===== src/hdl/rme_pkg.sv =====
// Shared types, constants and tables for the ZYX Euler angle pipeline.
`default_nettype none
package rme_pkg;

    localparam int FieldW    = 16;
    localparam int NumIn     = 7;
    localparam int PayW      = FieldW * NumIn;
    localparam int ThrW      = 15;
    localparam int SqW       = 32;
    localparam int SqrtSteps = 16;
    localparam int CordSteps = 17;
    localparam int CordW     = 31;
    localparam int AngW      = 21;
    localparam int StepW     = 5;
    localparam int RootStepW = 4;

    localparam logic signed [AngW-1:0] AngPi    = AngW'(205887);
    localparam logic signed [17:0]     AngLimit = 18'sd25736;

    // One CORDIC lane: vector and angle accumulator.
    typedef struct packed {
        logic signed [CordW-1:0] x;
        logic signed [CordW-1:0] y;
        logic signed [AngW-1:0]  z;
    } t_lane;

    // Per item flags riding along the CORDIC stages.
    typedef struct packed {
        logic zero_roll;
        logic zero_pitch;
        logic zero_yaw;
        logic gimbal;
    } t_flags;

    // Elementary angles atan(2^-i) in units of 2^-16 rad.
    function automatic logic signed [AngW-1:0] f_atan(input logic [StepW-1:0] step);
        logic signed [AngW-1:0] t;
        unique case (step)
            5'd0:    t = AngW'(51472);
            5'd1:    t = AngW'(30386);
            5'd2:    t = AngW'(16055);
            5'd3:    t = AngW'(8150);
            5'd4:    t = AngW'(4091);
            5'd5:    t = AngW'(2047);
            5'd6:    t = AngW'(1024);
            5'd7:    t = AngW'(512);
            5'd8:    t = AngW'(256);
            5'd9:    t = AngW'(128);
            5'd10:   t = AngW'(64);
            5'd11:   t = AngW'(32);
            5'd12:   t = AngW'(16);
            5'd13:   t = AngW'(8);
            5'd14:   t = AngW'(4);
            5'd15:   t = AngW'(2);
            5'd16:   t = AngW'(1);
            default: t = '0;
        endcase
        return t;
    endfunction

endpackage
`default_nettype wire


===== src/hdl/rme_cordic_cell.sv =====
// One vectoring micro-rotation of the CORDIC chain.
`default_nettype none
module rme_cordic_cell (
    input  wire                            i_clk,
    input  wire                            i_en,
    input  wire  [rme_pkg::StepW-1:0]      i_step,
    input  rme_pkg::t_lane                 i_lane,
    output rme_pkg::t_lane                 o_lane
);
    import rme_pkg::*;

    logic signed [CordW-1:0] w_xs;
    logic signed [CordW-1:0] w_ys;
    t_lane                   n_lane;

    // Rotate toward the x axis, old x and y on both sides
    always_comb begin
        w_xs = i_lane.x >>> i_step;
        w_ys = i_lane.y >>> i_step;
        if (i_lane.y > 0) begin
            n_lane.x = i_lane.x + w_ys;
            n_lane.y = i_lane.y - w_xs;
            n_lane.z = i_lane.z + f_atan(i_step);
        end else begin
            n_lane.x = i_lane.x - w_ys;
            n_lane.y = i_lane.y + w_xs;
            n_lane.z = i_lane.z - f_atan(i_step);
        end
    end

    // Hand on to the next cell
    always_ff @(posedge i_clk) begin
        if (i_en) begin
            o_lane <= n_lane;
        end
    end

endmodule
`default_nettype wire


===== config.mk =====
export PLATFORM = sky130hd
export DESIGN_NAME = rme_cordic_cell
export DESIGN_NICKNAME = d
export VERILOG_FILES = /design/src/hdl/rme_pkg.sv /design/src/hdl/rme_cordic_cell.sv
export SDC_FILE = /design/constraint.sdc
export NUM_CORES = 1
export LEC_CHECK = 0
export ABC_AREA = 1
export BUFFER_PORTS_ARGS = -buffer_cell sky130_fd_sc_hd__buf_2
export CAP_MARGIN = 0
export CELL_PAD_IN_SITES_DETAIL_PLACEMENT = 1
export CELL_PAD_IN_SITES_GLOBAL_PLACEMENT = 2
export CORE_UTILIZATION = 35
export CTS_CLUSTER_DIAMETER = 40
export DETAILED_ROUTE_END_ITERATION = 10
export PLACE_DENSITY_LB_ADDON = 0.1
export REMOVE_ABC_BUFFERS = 1
export SKIP_LAST_GASP = 1
export SLEW_MARGIN = 15
export SYNTH_ARGS = -nofsm -noshare
export SYNTH_HDL_FRONTEND = slang
export SYNTH_SLANG_ARGS = --single-unit
export TNS_END_PERCENT = 5

===== constraint.sdc =====
create_clock -name i_clk -period 11.61 [get_ports i_clk]
set_input_delay 0.5805 -clock i_clk [delete_from_list [all_inputs] [get_ports i_clk]]
set_output_delay 0.5805 -clock i_clk [all_outputs]
set_load 0.1 [all_outputs]

Yosys cells after proc, flatten, opt, wreduce, memory -nomap -nowiden:

Memory sizes are Yosys's and may differ from the RTL's.
Cells that the tools add are included.

* register bits after elaboration: 83
* bits in read-only memories: 1024
* input port bits: 90
* output and inout port bits: 83
* memories: 2

* $add $sub $neg: 6
* magnitude comparators: 1
* shift-type cells: 2
* muxes and demuxes: 3

Memory list
* (no name shown): words 32, bits a word 16, read ports 1, clocked after Yosys merged registers in 0, wr ports 0, line rme_pkg.sv:38 `unique case (step)`
* (no name shown): words 32, bits a word 16, read ports 1, clocked after Yosys merged registers in 0, wr ports 0, line rme_pkg.sv:38

Operator list (count)
* 2-to-1 mux 83 bit: 1
* adder 31 bit: 2
* >>> shifter 31 x 5 -> 31 bit: 2
* subtractor 31 bit: 2
* 2-to-1 mux 21 bit: 2
* greater-than comparator 31 x 1 -> 1 bit (second input constant): 1
* adder 21 bit: 1
* subtractor 21 bit: 1

Longest topological paths before layout:

* depth in word-level cells: 4
* gate-level depth with buffers: 33
* mapped depth without buffers: 31

Least setup slack after synthesis:

Ideal clock, no wire load.

* path type: input port to flip-flop
* from: in i_step[1] in the netlist's numbering
* to: reg o_lane[77] in the netlist's numbering (data pin)
* library setup time: 259 ps
* arrival: 4045 ps
* data required time: 11351 ps
* slack: 7306 ps
* stages on the path: 28
* cell sequence: buf_4 inv_4 buf_4 nand3_1 nand3_1 o21ai_1 or2_2 nand3_1 nand2_1 inv_1 ha_1 inv_1 nor3_1 nand2_1 nand2_1 o21a_1 xor2_1 ha_1 a21oi_1 inv_1 a31oi_1 a21boi_0 o21ai_0 nand2_1 o21a_1 o21ai_0 nand2_1 nand2_1

RTL lines
* from (decl): line rme_cordic_cell.sv:6 `input wire [rme_pkg::StepW-1:0] i_step,`
* to (signal assigned): line rme_cordic_cell.sv:34 `o_lane <= n_lane;`
* to (decl): line rme_cordic_cell.sv:8 `output rme_pkg::t_lane o_lane`

==> run metrics <==
crit path cell chain buf_2 -> buf_4 -> inv_4 -> nor2_1 -> inv_1 -> or2_0 -> o211ai_1 -> nand3_1 -> nand2_1 -> inv_1 -> ha_1 -> o21ai_0 -> inv_1 -> fa_1 -> o21ai_0 -> nand2_1 -> nand3_1 -> nand2_1 -> nand2_1 -> a21oi_1 -> o21ai_0 -> a21boi_0 -> o21ai_0 -> xor2_1; Synth area leader edfxtp_1; Max transition margin 27.6%; Yosys top cell area share 20.3%; Max Cap Viol 0; IO Pins 173; hold buffers post-CTS 0; Biggest register o_lane; cell family with most CP delay compound AO/OA/AOI/OAI gates; Yosys warning count 0; gpl congestion 0.872; GRT Overall Usage 27.9%; Worst Hold Margin 0.618 ns; kind of start point of the critical path input pin; slowest cell on the critical path o21ai_0; Comb pwr share 66.5%; Layout area overhead 11.8%; Worst Path Required 11.74 ns; Seq/Total Area, Yosys 20.3%; Placed Instances 2,507; RSZ-0062 raised after global routing no; switching power 1370 µW; DR WL/cell 19.8 µm; initial antenna violation count 0; CTS tree done; Root Driver clkbuf_16; Max Transition Viols Final 0; DRT antenna net count 0; layout cell share with drive strength beyond 1 12.7%; Hold Crit Class in -> reg; CTS sink count 83; # diodes 0; syn avg cell area 6.35 µm²; measured slew at the worst slew-check pin 1.07 ns; Reg power frac 20.5%; commonest non-fill, non-tap cell in the layout nand2_1; H-tree depth 3; area of the mapped netlist 0.0123 mm²; Stages on worst setup path 24; Initial Utilization 35.6%; ratio of final minimum period to clock period 55.2%; Port-buffer cells 172; Pint 939 µW; Detail Placement HPWL 40,600 µm; crit path from i_step[1]; CP Capture Type flip-flop; Die H 190 µm; # nets final 2,253; Largest register FFs 83; Synth cell types 52; Max Clk Rate 0.156 GHz; post_cts resized 0; post-route setup TNS 0 ns; Die W 190 µm; worst setup path class in -> reg; worst setup path end o_lane[74]$_DFFE_PP_; vias in the first global route 13,500; Syn Inst Count 1,937; filler cell count 4,684; CTS buffer count 9; Static Leak 0.00687 µW; Largest stage delay, worst path 0.85 ns; crit path DAT 6.54 ns; via count 13,700; CP max FO 59; first-pass GRT wire length 77,000 µm; Post-Route Utilization 39.8%; pin count of the biggest net entering global routing 64; finished layout cell area 0.0138 mm²; post-CTS setup buffer count 0; Worst-path clk slew 0.08 ns; DR pass1 iterations 5; Clk pwr share 13.0%; minimum clock period 6.40 ns; final setup violation count 0; final routed DRC violation total 0; Largest regs o_lane x83; total wire length 50,100 µm; Hold Crit Depth 2; Finished Layout Cells 2,523; num rows 68; status complete, no violations; Die ar. 0.0359 mm²; DR vias/cell 5.41; Area contributors post-synth edfxtp_1 (20%), nand2_1 (19%), nand3_1 (12%); GRT overflow 0; final hold viol count 0; Max Buffers Root-to-Sink 2; core area 0.0345 mm²; most frequent cells in the layout nand2_1 (611), nand3_1 (292), buf_2 (171); power density over the cells 168 mW/mm²; Yosys reg bits 83; placed cell area 0.0135 mm²; Switching Fraction 59.4%; Buf/Inv on CP 6; VDD IR max 0.000155 V; DR iter-0 viols 843
==> logic make-up (layout without fill, tap and decap cells) <==
| logic type | Yosys count | after routing | synth area share, % |
|---|---|---|---|
| buffers and inverters | 233 | 364 | 7.95 |
| flip-flops | 83 | 83 | 20.3 |
| XOR/XNOR | 136 | 136 | 9.68 |
| AND/OR/NAND/NOR | 1120 | 1120 | 39.2 |
| adder cells (fa/ha/maj) | 100 | 100 | 10.3 |
| AO/OA/AOI/OAI | 265 | 265 | 12.6 |
==> power groups by stage <==
stage          Clock, µW  Sequential, µW  Combinational, µW
2_1_floorplan          0            1090                581
3_3_place_gp           0             477               1520
3_5_place_dp           0             479               1530
4_1_cts              310             474               1540
5_1_grt              319             482               1650
6_report             300             473               1540
==> area by class of cell <==
class | count | area, µm² | area share (%)
clock buffers | 9 | 225 | 1.64
flip-flops and latches | 83 | 2490 | 18.1
repair buffers | 183 | 946 | 6.88
inverters | 165 | 622 | 4.52
clock inverters | 7 | 58.8 | 0.427
multi-input cells | 1621 | 8840 | 64.3
well taps | 455 | 569 | 4.14
==> routing by layer <==
metal | global-route usage (%) | share of wire, % | vias up
met1 | 39.6 | 49 | 6598
met2 | 44.2 | 45 | 273
li1 | - | - | 6743
met5 | 0 | 0 | -
met4 | 7.17 | 1.9 | 0
met3 | 3.67 | 4.2 | 42
==> cell usage after synthesis, drive strengths merged <==
cell,number
nand2,626
nand3,296
inv,164
nor2,133
a21oi,120
xor2,100
ha,97
edfxtp,83
o21ai,82
buf,46
xnor2,36
nand4,24
clkbuf,22
a31oi,21
nor3,18
nor4,10
o21a,10
a21boi,6
o211ai,6
or2,5
a211oi,4
nand3b,4
o21bai,4
a21o,3
fa,3
o31ai,3
a221oi,2
and2,2
o22ai,2
a32oi,1
and3,1
clkinv,1
nor3b,1
o221a,1
==> how the worst min path moves through the flow <==
| stage | start | end |
|---|---|---|
| 2_1_floorplan | i_en | o_lane[0]$_DFFE_PP_ |
| 3_3_place_gp | i_lane[21] | o_lane[21]$_DFFE_PP_ |
| 3_5_place_dp | i_lane[21] | o_lane[21]$_DFFE_PP_ |
| 4_1_cts | i_lane[21] | o_lane[21]$_DFFE_PP_ |
| 5_1_grt | i_lane[21] | o_lane[21]$_DFFE_PP_ |
| 6_report | i_lane[21] | o_lane[21]$_DFFE_PP_ |
==> through the flow <==
step,power (µW),setup slack (ns)
floorplan,1670,6.34
global placement,2000,4.90
detailed placement,2010,4.95
CTS,2320,5.36
global route,2450,4.83
finish,2310,5.21
No activity file was read; power rests on OpenSTA's default activity.
