$ cat config.mk
export PLATFORM = sky130hd
export DESIGN_NAME = rme_sqrt_cell
export DESIGN_NICKNAME = d
export VERILOG_FILES = /design/src/hdl/rme_pkg.sv /design/src/hdl/rme_sqrt_cell.sv
export SDC_FILE = /design/constraint.sdc
export NUM_CORES = 1
export LEC_CHECK = 0
export ABC_CLOCK_PERIOD_IN_PS = 14900
export BUFFER_PORTS_ARGS = -buffer_cell sky130_fd_sc_hd__buf_4
export CAP_MARGIN = 40
export CORE_MARGIN = 2
export CORE_UTILIZATION = 36
export CTS_CLUSTER_SIZE = 30
export DETAILED_ROUTE_END_ITERATION = 10
export SLEW_MARGIN = 25
export SYNTH_ARGS = -nofsm -noshare
export SYNTH_HDL_FRONTEND = slang
export SYNTH_SLANG_ARGS = --single-unit
$ cat constraint.sdc
create_clock -name i_clk -period 14.9 [get_ports i_clk]
set_input_delay 4.47 -clock i_clk [delete_from_list [all_inputs] [get_ports i_clk]]
set_output_delay 4.47 -clock i_clk [all_outputs]
set_load 0.05 [all_outputs]
$ cat src/hdl/rme_pkg.sv
// Shared types, constants and tables for the ZYX Euler angle pipeline.
`default_nettype none
package rme_pkg;

    localparam int FieldW    = 16;
    localparam int NumIn     = 7;
    localparam int PayW      = FieldW * NumIn;
    localparam int ThrW      = 15;
    localparam int SqW       = 32;
    localparam int SqrtSteps = 16;
    localparam int CordSteps = 17;
    localparam int CordW     = 31;
    localparam int AngW      = 21;
    localparam int StepW     = 5;
    localparam int RootStepW = 4;

    localparam logic signed [AngW-1:0] AngPi    = AngW'(205887);
    localparam logic signed [17:0]     AngLimit = 18'sd25736;

    // One CORDIC lane: vector and angle accumulator.
    typedef struct packed {
        logic signed [CordW-1:0] x;
        logic signed [CordW-1:0] y;
        logic signed [AngW-1:0]  z;
    } t_lane;

    // Per item flags riding along the CORDIC stages.
    typedef struct packed {
        logic zero_roll;
        logic zero_pitch;
        logic zero_yaw;
        logic gimbal;
    } t_flags;

    // Elementary angles atan(2^-i) in units of 2^-16 rad.
    function automatic logic signed [AngW-1:0] f_atan(input logic [StepW-1:0] step);
        logic signed [AngW-1:0] t;
        unique case (step)
            5'd0:    t = AngW'(51472);
            5'd1:    t = AngW'(30386);
            5'd2:    t = AngW'(16055);
            5'd3:    t = AngW'(8150);
            5'd4:    t = AngW'(4091);
            5'd5:    t = AngW'(2047);
            5'd6:    t = AngW'(1024);
            5'd7:    t = AngW'(512);
            5'd8:    t = AngW'(256);
            5'd9:    t = AngW'(128);
            5'd10:   t = AngW'(64);
            5'd11:   t = AngW'(32);
            5'd12:   t = AngW'(16);
            5'd13:   t = AngW'(8);
            5'd14:   t = AngW'(4);
            5'd15:   t = AngW'(2);
            5'd16:   t = AngW'(1);
            default: t = '0;
        endcase
        return t;
    endfunction

endpackage
`default_nettype wire

$ cat src/hdl/rme_sqrt_cell.sv
// One digit step of the pipelined integer square root.
`default_nettype none
module rme_sqrt_cell (
    input  wire                                  i_clk,
    input  wire                                  i_en,
    input  wire  [rme_pkg::RootStepW-1:0]        i_step,
    input  wire  [rme_pkg::SqW-1:0]              i_rem,
    input  wire  [rme_pkg::SqW-1:0]              i_root,
    input  wire  [rme_pkg::PayW-1:0]             i_pay,
    output logic [rme_pkg::SqW-1:0]              o_rem,
    output logic [rme_pkg::SqW-1:0]              o_root,
    output logic [rme_pkg::PayW-1:0]             o_pay
);
    import rme_pkg::*;

    logic [4:0]    w_sh;
    logic [SqW-1:0] w_bit;
    logic [SqW:0]  w_trial;
    logic [SqW-1:0] n_rem;
    logic [SqW-1:0] n_root;

    // Trial subtract of root plus the current bit weight
    always_comb begin
        w_sh    = {4'(RootStepW'(SqrtSteps - 1) - i_step), 1'b0};
        w_bit   = SqW'(1) << w_sh;
        w_trial = {1'b0, i_root} + {1'b0, w_bit};
        if ({1'b0, i_rem} >= w_trial) begin
            n_rem  = i_rem - w_trial[SqW-1:0];
            n_root = (i_root >> 1) + w_bit;
        end else begin
            n_rem  = i_rem;
            n_root = i_root >> 1;
        end
    end

    // Advance to the neighbor cell
    always_ff @(posedge i_clk) begin
        if (i_en) begin
            o_rem  <= n_rem;
            o_root <= n_root;
            o_pay  <= i_pay;
        end
    end

endmodule
`default_nettype wire

# Word-level counts from Yosys, hierarchy flattened
# Cells that the tools add are included.
# classes
n_addsub	4
multipliers	0
n_div	0
magnitude_cmp	1
eq_ne	0
shift	1
mux	2
bitwise	0
reduce_logical	0
# op_table
op	count
32-bit by 32-bit adder with 33-bit output	1
32-bit by 33-bit greater-or-equal comparator with 1-bit output	1
31-bit by 32-bit adder with 32-bit output	1
32-bit two-way mux	1
1-bit by 5-bit left shift with 32-bit output, first input constant	1
32-bit subtractor	1
31-bit two-way mux	1
4-bit subtractor, first input constant	1
# totals
reg_bits	176
latch_bits	0
ramBits	0
rom_bits	0
in_bits	182
output_inout_bits	176
word_cells	12
mem_count	0

# Logic depth before layout (Yosys ltp)
# depth
word_depth	5
ltp_mapped	24
mapped_depth_nobuf	21

# Least setup slack after synthesis
# Ideal clock, no wire load.
# synth_path
kind	input-to-reg
startpoint	input port i_step[0] (netlist name)
endpoint	register o_rem[30] (netlist name) (data pin)
setup_time_ns	0.260
arrival_time_ns	8.930
t_required_ns	14.640
path_slack_ns	5.709
cell_stages	21
n_path_buf	2
path_cell_list	nand2b_1 nor2_1 ha_1 a31oi_1 o21ai_0 a211o_1 a41oi_1 o21ai_0 a31oi_1 o21bai_1 xnor2_1 ha_1 a21o_1 a21o_1 a31oi_1 nand2_1 o31ai_4 nor2_2 buf_6 buf_6 mux2_4
# synth_via
elab_chain_len	5
word_cells_on_any_way	6
classes_between	add/sub (3); order compare (1); shift (1); mux (1)
# synth_rtl
item	line_no	source
start, declared	rme_sqrt_cell.sv:6	input wire [rme_pkg::RootStepW-1:0] i_step,
4-bit subtractor (*)	rme_sqrt_cell.sv:24	w_sh = {4'(RootStepW'(SqrtSteps - 1) - i_step), 1'b0};
1-bit by 5-bit left shift with 32-bit output (*)	rme_sqrt_cell.sv:25	w_bit = SqW'(1) << w_sh;
32-bit by 32-bit adder with 33-bit output (*)	rme_sqrt_cell.sv:26	w_trial = {1'b0, i_root} + {1'b0, w_bit};
32-bit subtractor or 32-bit by 33-bit greater-or-equal comparator with 1-bit output (tied branches)	rme_sqrt_cell.sv:28, rme_sqrt_cell.sv:27	
32-bit two-way mux (*)	rme_sqrt_cell.sv:27	if ({1'b0, i_rem} >= w_trial) begin
named net n_rem[30]	rme_sqrt_cell.sv:19	logic [SqW-1:0] n_rem;
end signal, assigned	rme_sqrt_cell.sv:39	o_rem <= n_rem;
end, declared	rme_sqrt_cell.sv:10	output logic [rme_pkg::SqW-1:0] o_rem,
# The timed path passes the listed nets; every way through them passes the cells marked *.
# A chain may end at the register's enable or synchronous reset.

# Final worst setup path
# layout_path
startpoint	input port i_step[0] (netlist name)
endpoint	register o_root[30] (netlist name) (data pin)
# layout_via
elab_chain_len	5
word_cells_on_any_way	6
classes_between	add/sub (3); order compare (1); shift (1); mux (1)
# layout_rtl
item	line_no	source
4-bit subtractor (*)	rme_sqrt_cell.sv:24	
1-bit by 5-bit left shift with 32-bit output (*)	rme_sqrt_cell.sv:25	
32-bit by 32-bit adder with 33-bit output	rme_sqrt_cell.sv:26	
32-bit by 33-bit greater-or-equal comparator with 1-bit output	rme_sqrt_cell.sv:27	
31-bit two-way mux (*)	rme_sqrt_cell.sv:27	
named net n_root[30]	rme_sqrt_cell.sv:20	logic [SqW-1:0] n_root;
end signal, assigned	rme_sqrt_cell.sv:40	o_root <= n_root;
end, declared	rme_sqrt_cell.sv:11	output logic [rme_pkg::SqW-1:0] o_root,
# Marked as above.

==> impl_results.md <==
* Status: finished clean
* Most frequent cells in the layout: 359 x buf_4, 176 x edfxtp_1, 66 x ha_1
* RSZ-0062 raised after global routing: false
* TritonCTS clock tree: built
* Grt met1 use at 0.251
* Die W at 170 microns
* Crit path launch: i_step[0]
* Hold-critical path depth at 1
* Power Internal at 1.03 mW
* CP Capture Type: flop
* CTS buffer count at 17
* P per Cell Area at about 120 nW/um^2
* GRT Residual Overflow at 0
* Share of layout cells above drive strength 1 at 0.386
* First-pass DRT Iterations at 5
* Initial antenna violation count at 1
* Inserted Diodes at 0
* Met2 usage at 0.355
* Drt drc at 0
* Die height at 170 microns
* Post-synth EDFFs at 176
* Sw frac at 0.357
* I/O pin total at between 300 and 400
* Final Hold Slack at ~4.2 ns
* Vias at 7829
* Ys Warns at 0
* Post-route insts no fill at 1514
* Largest net degree at the start of global routing at 64
* Max IR drop VDD at 0.0736 mV
* Vias in the first global route at 7580
* WL final at around 30 mm
* Critical path endpoint: o_root[30]
* Yosys cell types at 62
* Gr usage total at 0.204
* Share of async-settable or async-resettable flops after synthesis at 0
* Gp weighted congestion at 0.866
* Remaining antenna violation count after routing at 0
* Setup TNS at 0 ns
* Synth area leader: edfxtp_1
* Slew headroom at 0.445
* Global-route wire length before repair at 44.4 mm
* Sequential share of power at 0.385
* Max Slew Vio Count at 0
* Seq/Total Area, Yosys at 0.534
* Global route hottest layer: met2
* Main synth FF type: edfxtp_1
* Fillers at 2483
* Vias per cell at 5.17
* Setup-failing EPs final at 0
* Hpwl dp at 23.9 mm
* Hold-fix buffer count after cts at 0
* M3 GR Usage at 0.0529
* Longest Clk Path Bufs at 2
* Syn Area/Cell at 12.4 sq um
* Setup crit start kind: input port
* Sink Count at between 150 and 200
* Clk pwr share at 0.299
* Combinational share of power at 0.316
* Worst slew pin tran at 0.832 ns
* Die area at 28800 sq um
* Synth Instances at between 700 and 800
* 1st-iter DRT viols at 419
* Pre-CTS setup slack at between 4 and 5 ns
* Port bufs at 357
* Final setup margin at 4.58 ns
* Resized Gates After CTS at 0
* P_sw at 0.573 mW
* Area grow syn2layout at 37.9%
* Fmax at 96.9 MHz
* Yosys top cell area share at 0.534
* Synthesized flop and latch total at 176
* Hold Fails Final Rpt at 0
* WL per Instance at 20.1 microns
* LEAKAGE at approximately 5.6 nW
* Worst Path Arrival at 10.50 ns
* Commonest non-fill, non-tap cell in the layout: buf_4
* Min Tclk post-route at 10.32 ns
* Clock Tree Root: clkbuf_16
* Final period util at 0.692
* Critical path type: in2reg
* H-tree levels at 4
* Critical-path maximum fanout at 30
* Final net count at approximately 1400
* Syn Nets at about 1000
* Core ar. at about 27000 sq um
* Synthesized area at 9890 sq um
* Starting Density at 0.367
* Std-Cell Rows at 60
* Worst min-delay path class: in2reg
* Worst-path clk slew at 0.08 ns
* Postcts setup bufs at 0
* Area contributors post-synth: edfxtp_1 53%, ha_1 8.3%, xnor2_1 4.4%
* Required @ worst endpoint at 15.08 ns
* Cells after DPL at 1482
* Max cap viols at 0
-- registers in the layout, summed over array words and instances (netlist names) --
name and count:
o_root 32, o_rem 32, o_pay 112
-- cells in the mapped netlist, drive strengths merged, types with 9 or more instances --
master  number
a211oi       9
a21o        18
a21oi       37
a31oi       23
clkbuf      12
edfxtp     176
ha          66
inv         15
mux2        45
nand2       46
nand2b      11
nand4       12
nor2        50
nor2b       10
nor3        22
o21a         9
o21ai       36
o21bai      11
xnor2       50
xor2        36
-- worst max-delay path, cell delays in order --
cell	delay [ns]
buf_4	0.13
nand2b_1	0.20
nor2_1	0.23
ha_1	0.31
a31oi_1	0.31
o21ai_0	0.34
a211o_1	0.40
a41oi_1	0.33
o21ai_0	0.23
a31oi_1	0.30
o21bai_1	0.13
xnor2_1	0.14
ha_1	0.37
and3_1	0.25
and4_1	0.29
nor2_1	0.06
a21oi_1	0.23
o31ai_4	0.25
nor2_4	0.53
buf_4	0.55
mux2_2	0.41
-- area by class of cell --
type                    instances  area, sq um  share of cell area
clock buffers                  17          425              0.0312
clock inverters                15          209              0.0153
well taps                     341          427              0.0313
flip-flops and latches        176         5290               0.388
inverters                      15         56.3             0.00413
multi-input cells             588         4470               0.328
repair buffers                362         2760               0.203
-- cells by family (layout without fill, tap and decap cells) --
group           Yosys count  count (layout)  synth area share
compound gates          191             191             0.133
xor+xnor                 86              86            0.0762
fa+ha+maj                67              67            0.0855
buf+inv                  32             409            0.0140
flops                   176             176             0.534
mux                      48              48            0.0581
simple gates            196             196            0.0984
-- power by group through the flow --
stage,Combinational [mW],Clock [mW],Sequential [mW]
after floorplan,0.162,0,0.799
after global placement,0.504,0,0.630
after detailed placement,0.508,0,0.629
after CTS,0.510,0.496,0.619
after global routing,0.536,0.513,0.622
final,0.507,0.481,0.618
-- per-layer routing --
| metal | wire (microns) | up-vias | share of wire |
|---|---|---|---|
| met5 | 9 | - | 0.00030 |
| li1 | - | 3797 | - |
| met3 | 2180 | 30 | 0.072 |
| met1 | 12400 | 3721 | 0.41 |
| met2 | 15200 | 279 | 0.50 |
| met4 | 582 | 2 | 0.019 |
-- stage by stage --
step / power, mW / instance area, sq um / utilization
floorplan: 0.961 / 9890 / -
global placement: 1.13 / 12900 / 0.480
detailed placement: 1.14 / 13000 / 0.482
CTS: 1.63 / 13600 / 0.506
global route: 1.67 / 13600 / 0.506
finish: 1.61 / 13600 / 0.506
-- worst min path at each step --
stage	start	end
after global placement	i_pay[105]	o_pay[105]
after global routing	i_pay[58]	o_pay[58]
after detailed placement	i_pay[104]	o_pay[104]
final	i_pay[23]	o_pay[23]
after CTS	i_pay[13]	o_pay[13]
after floorplan	i_pay[0]	o_pay[0]
(Power assumes the default switching activity.)
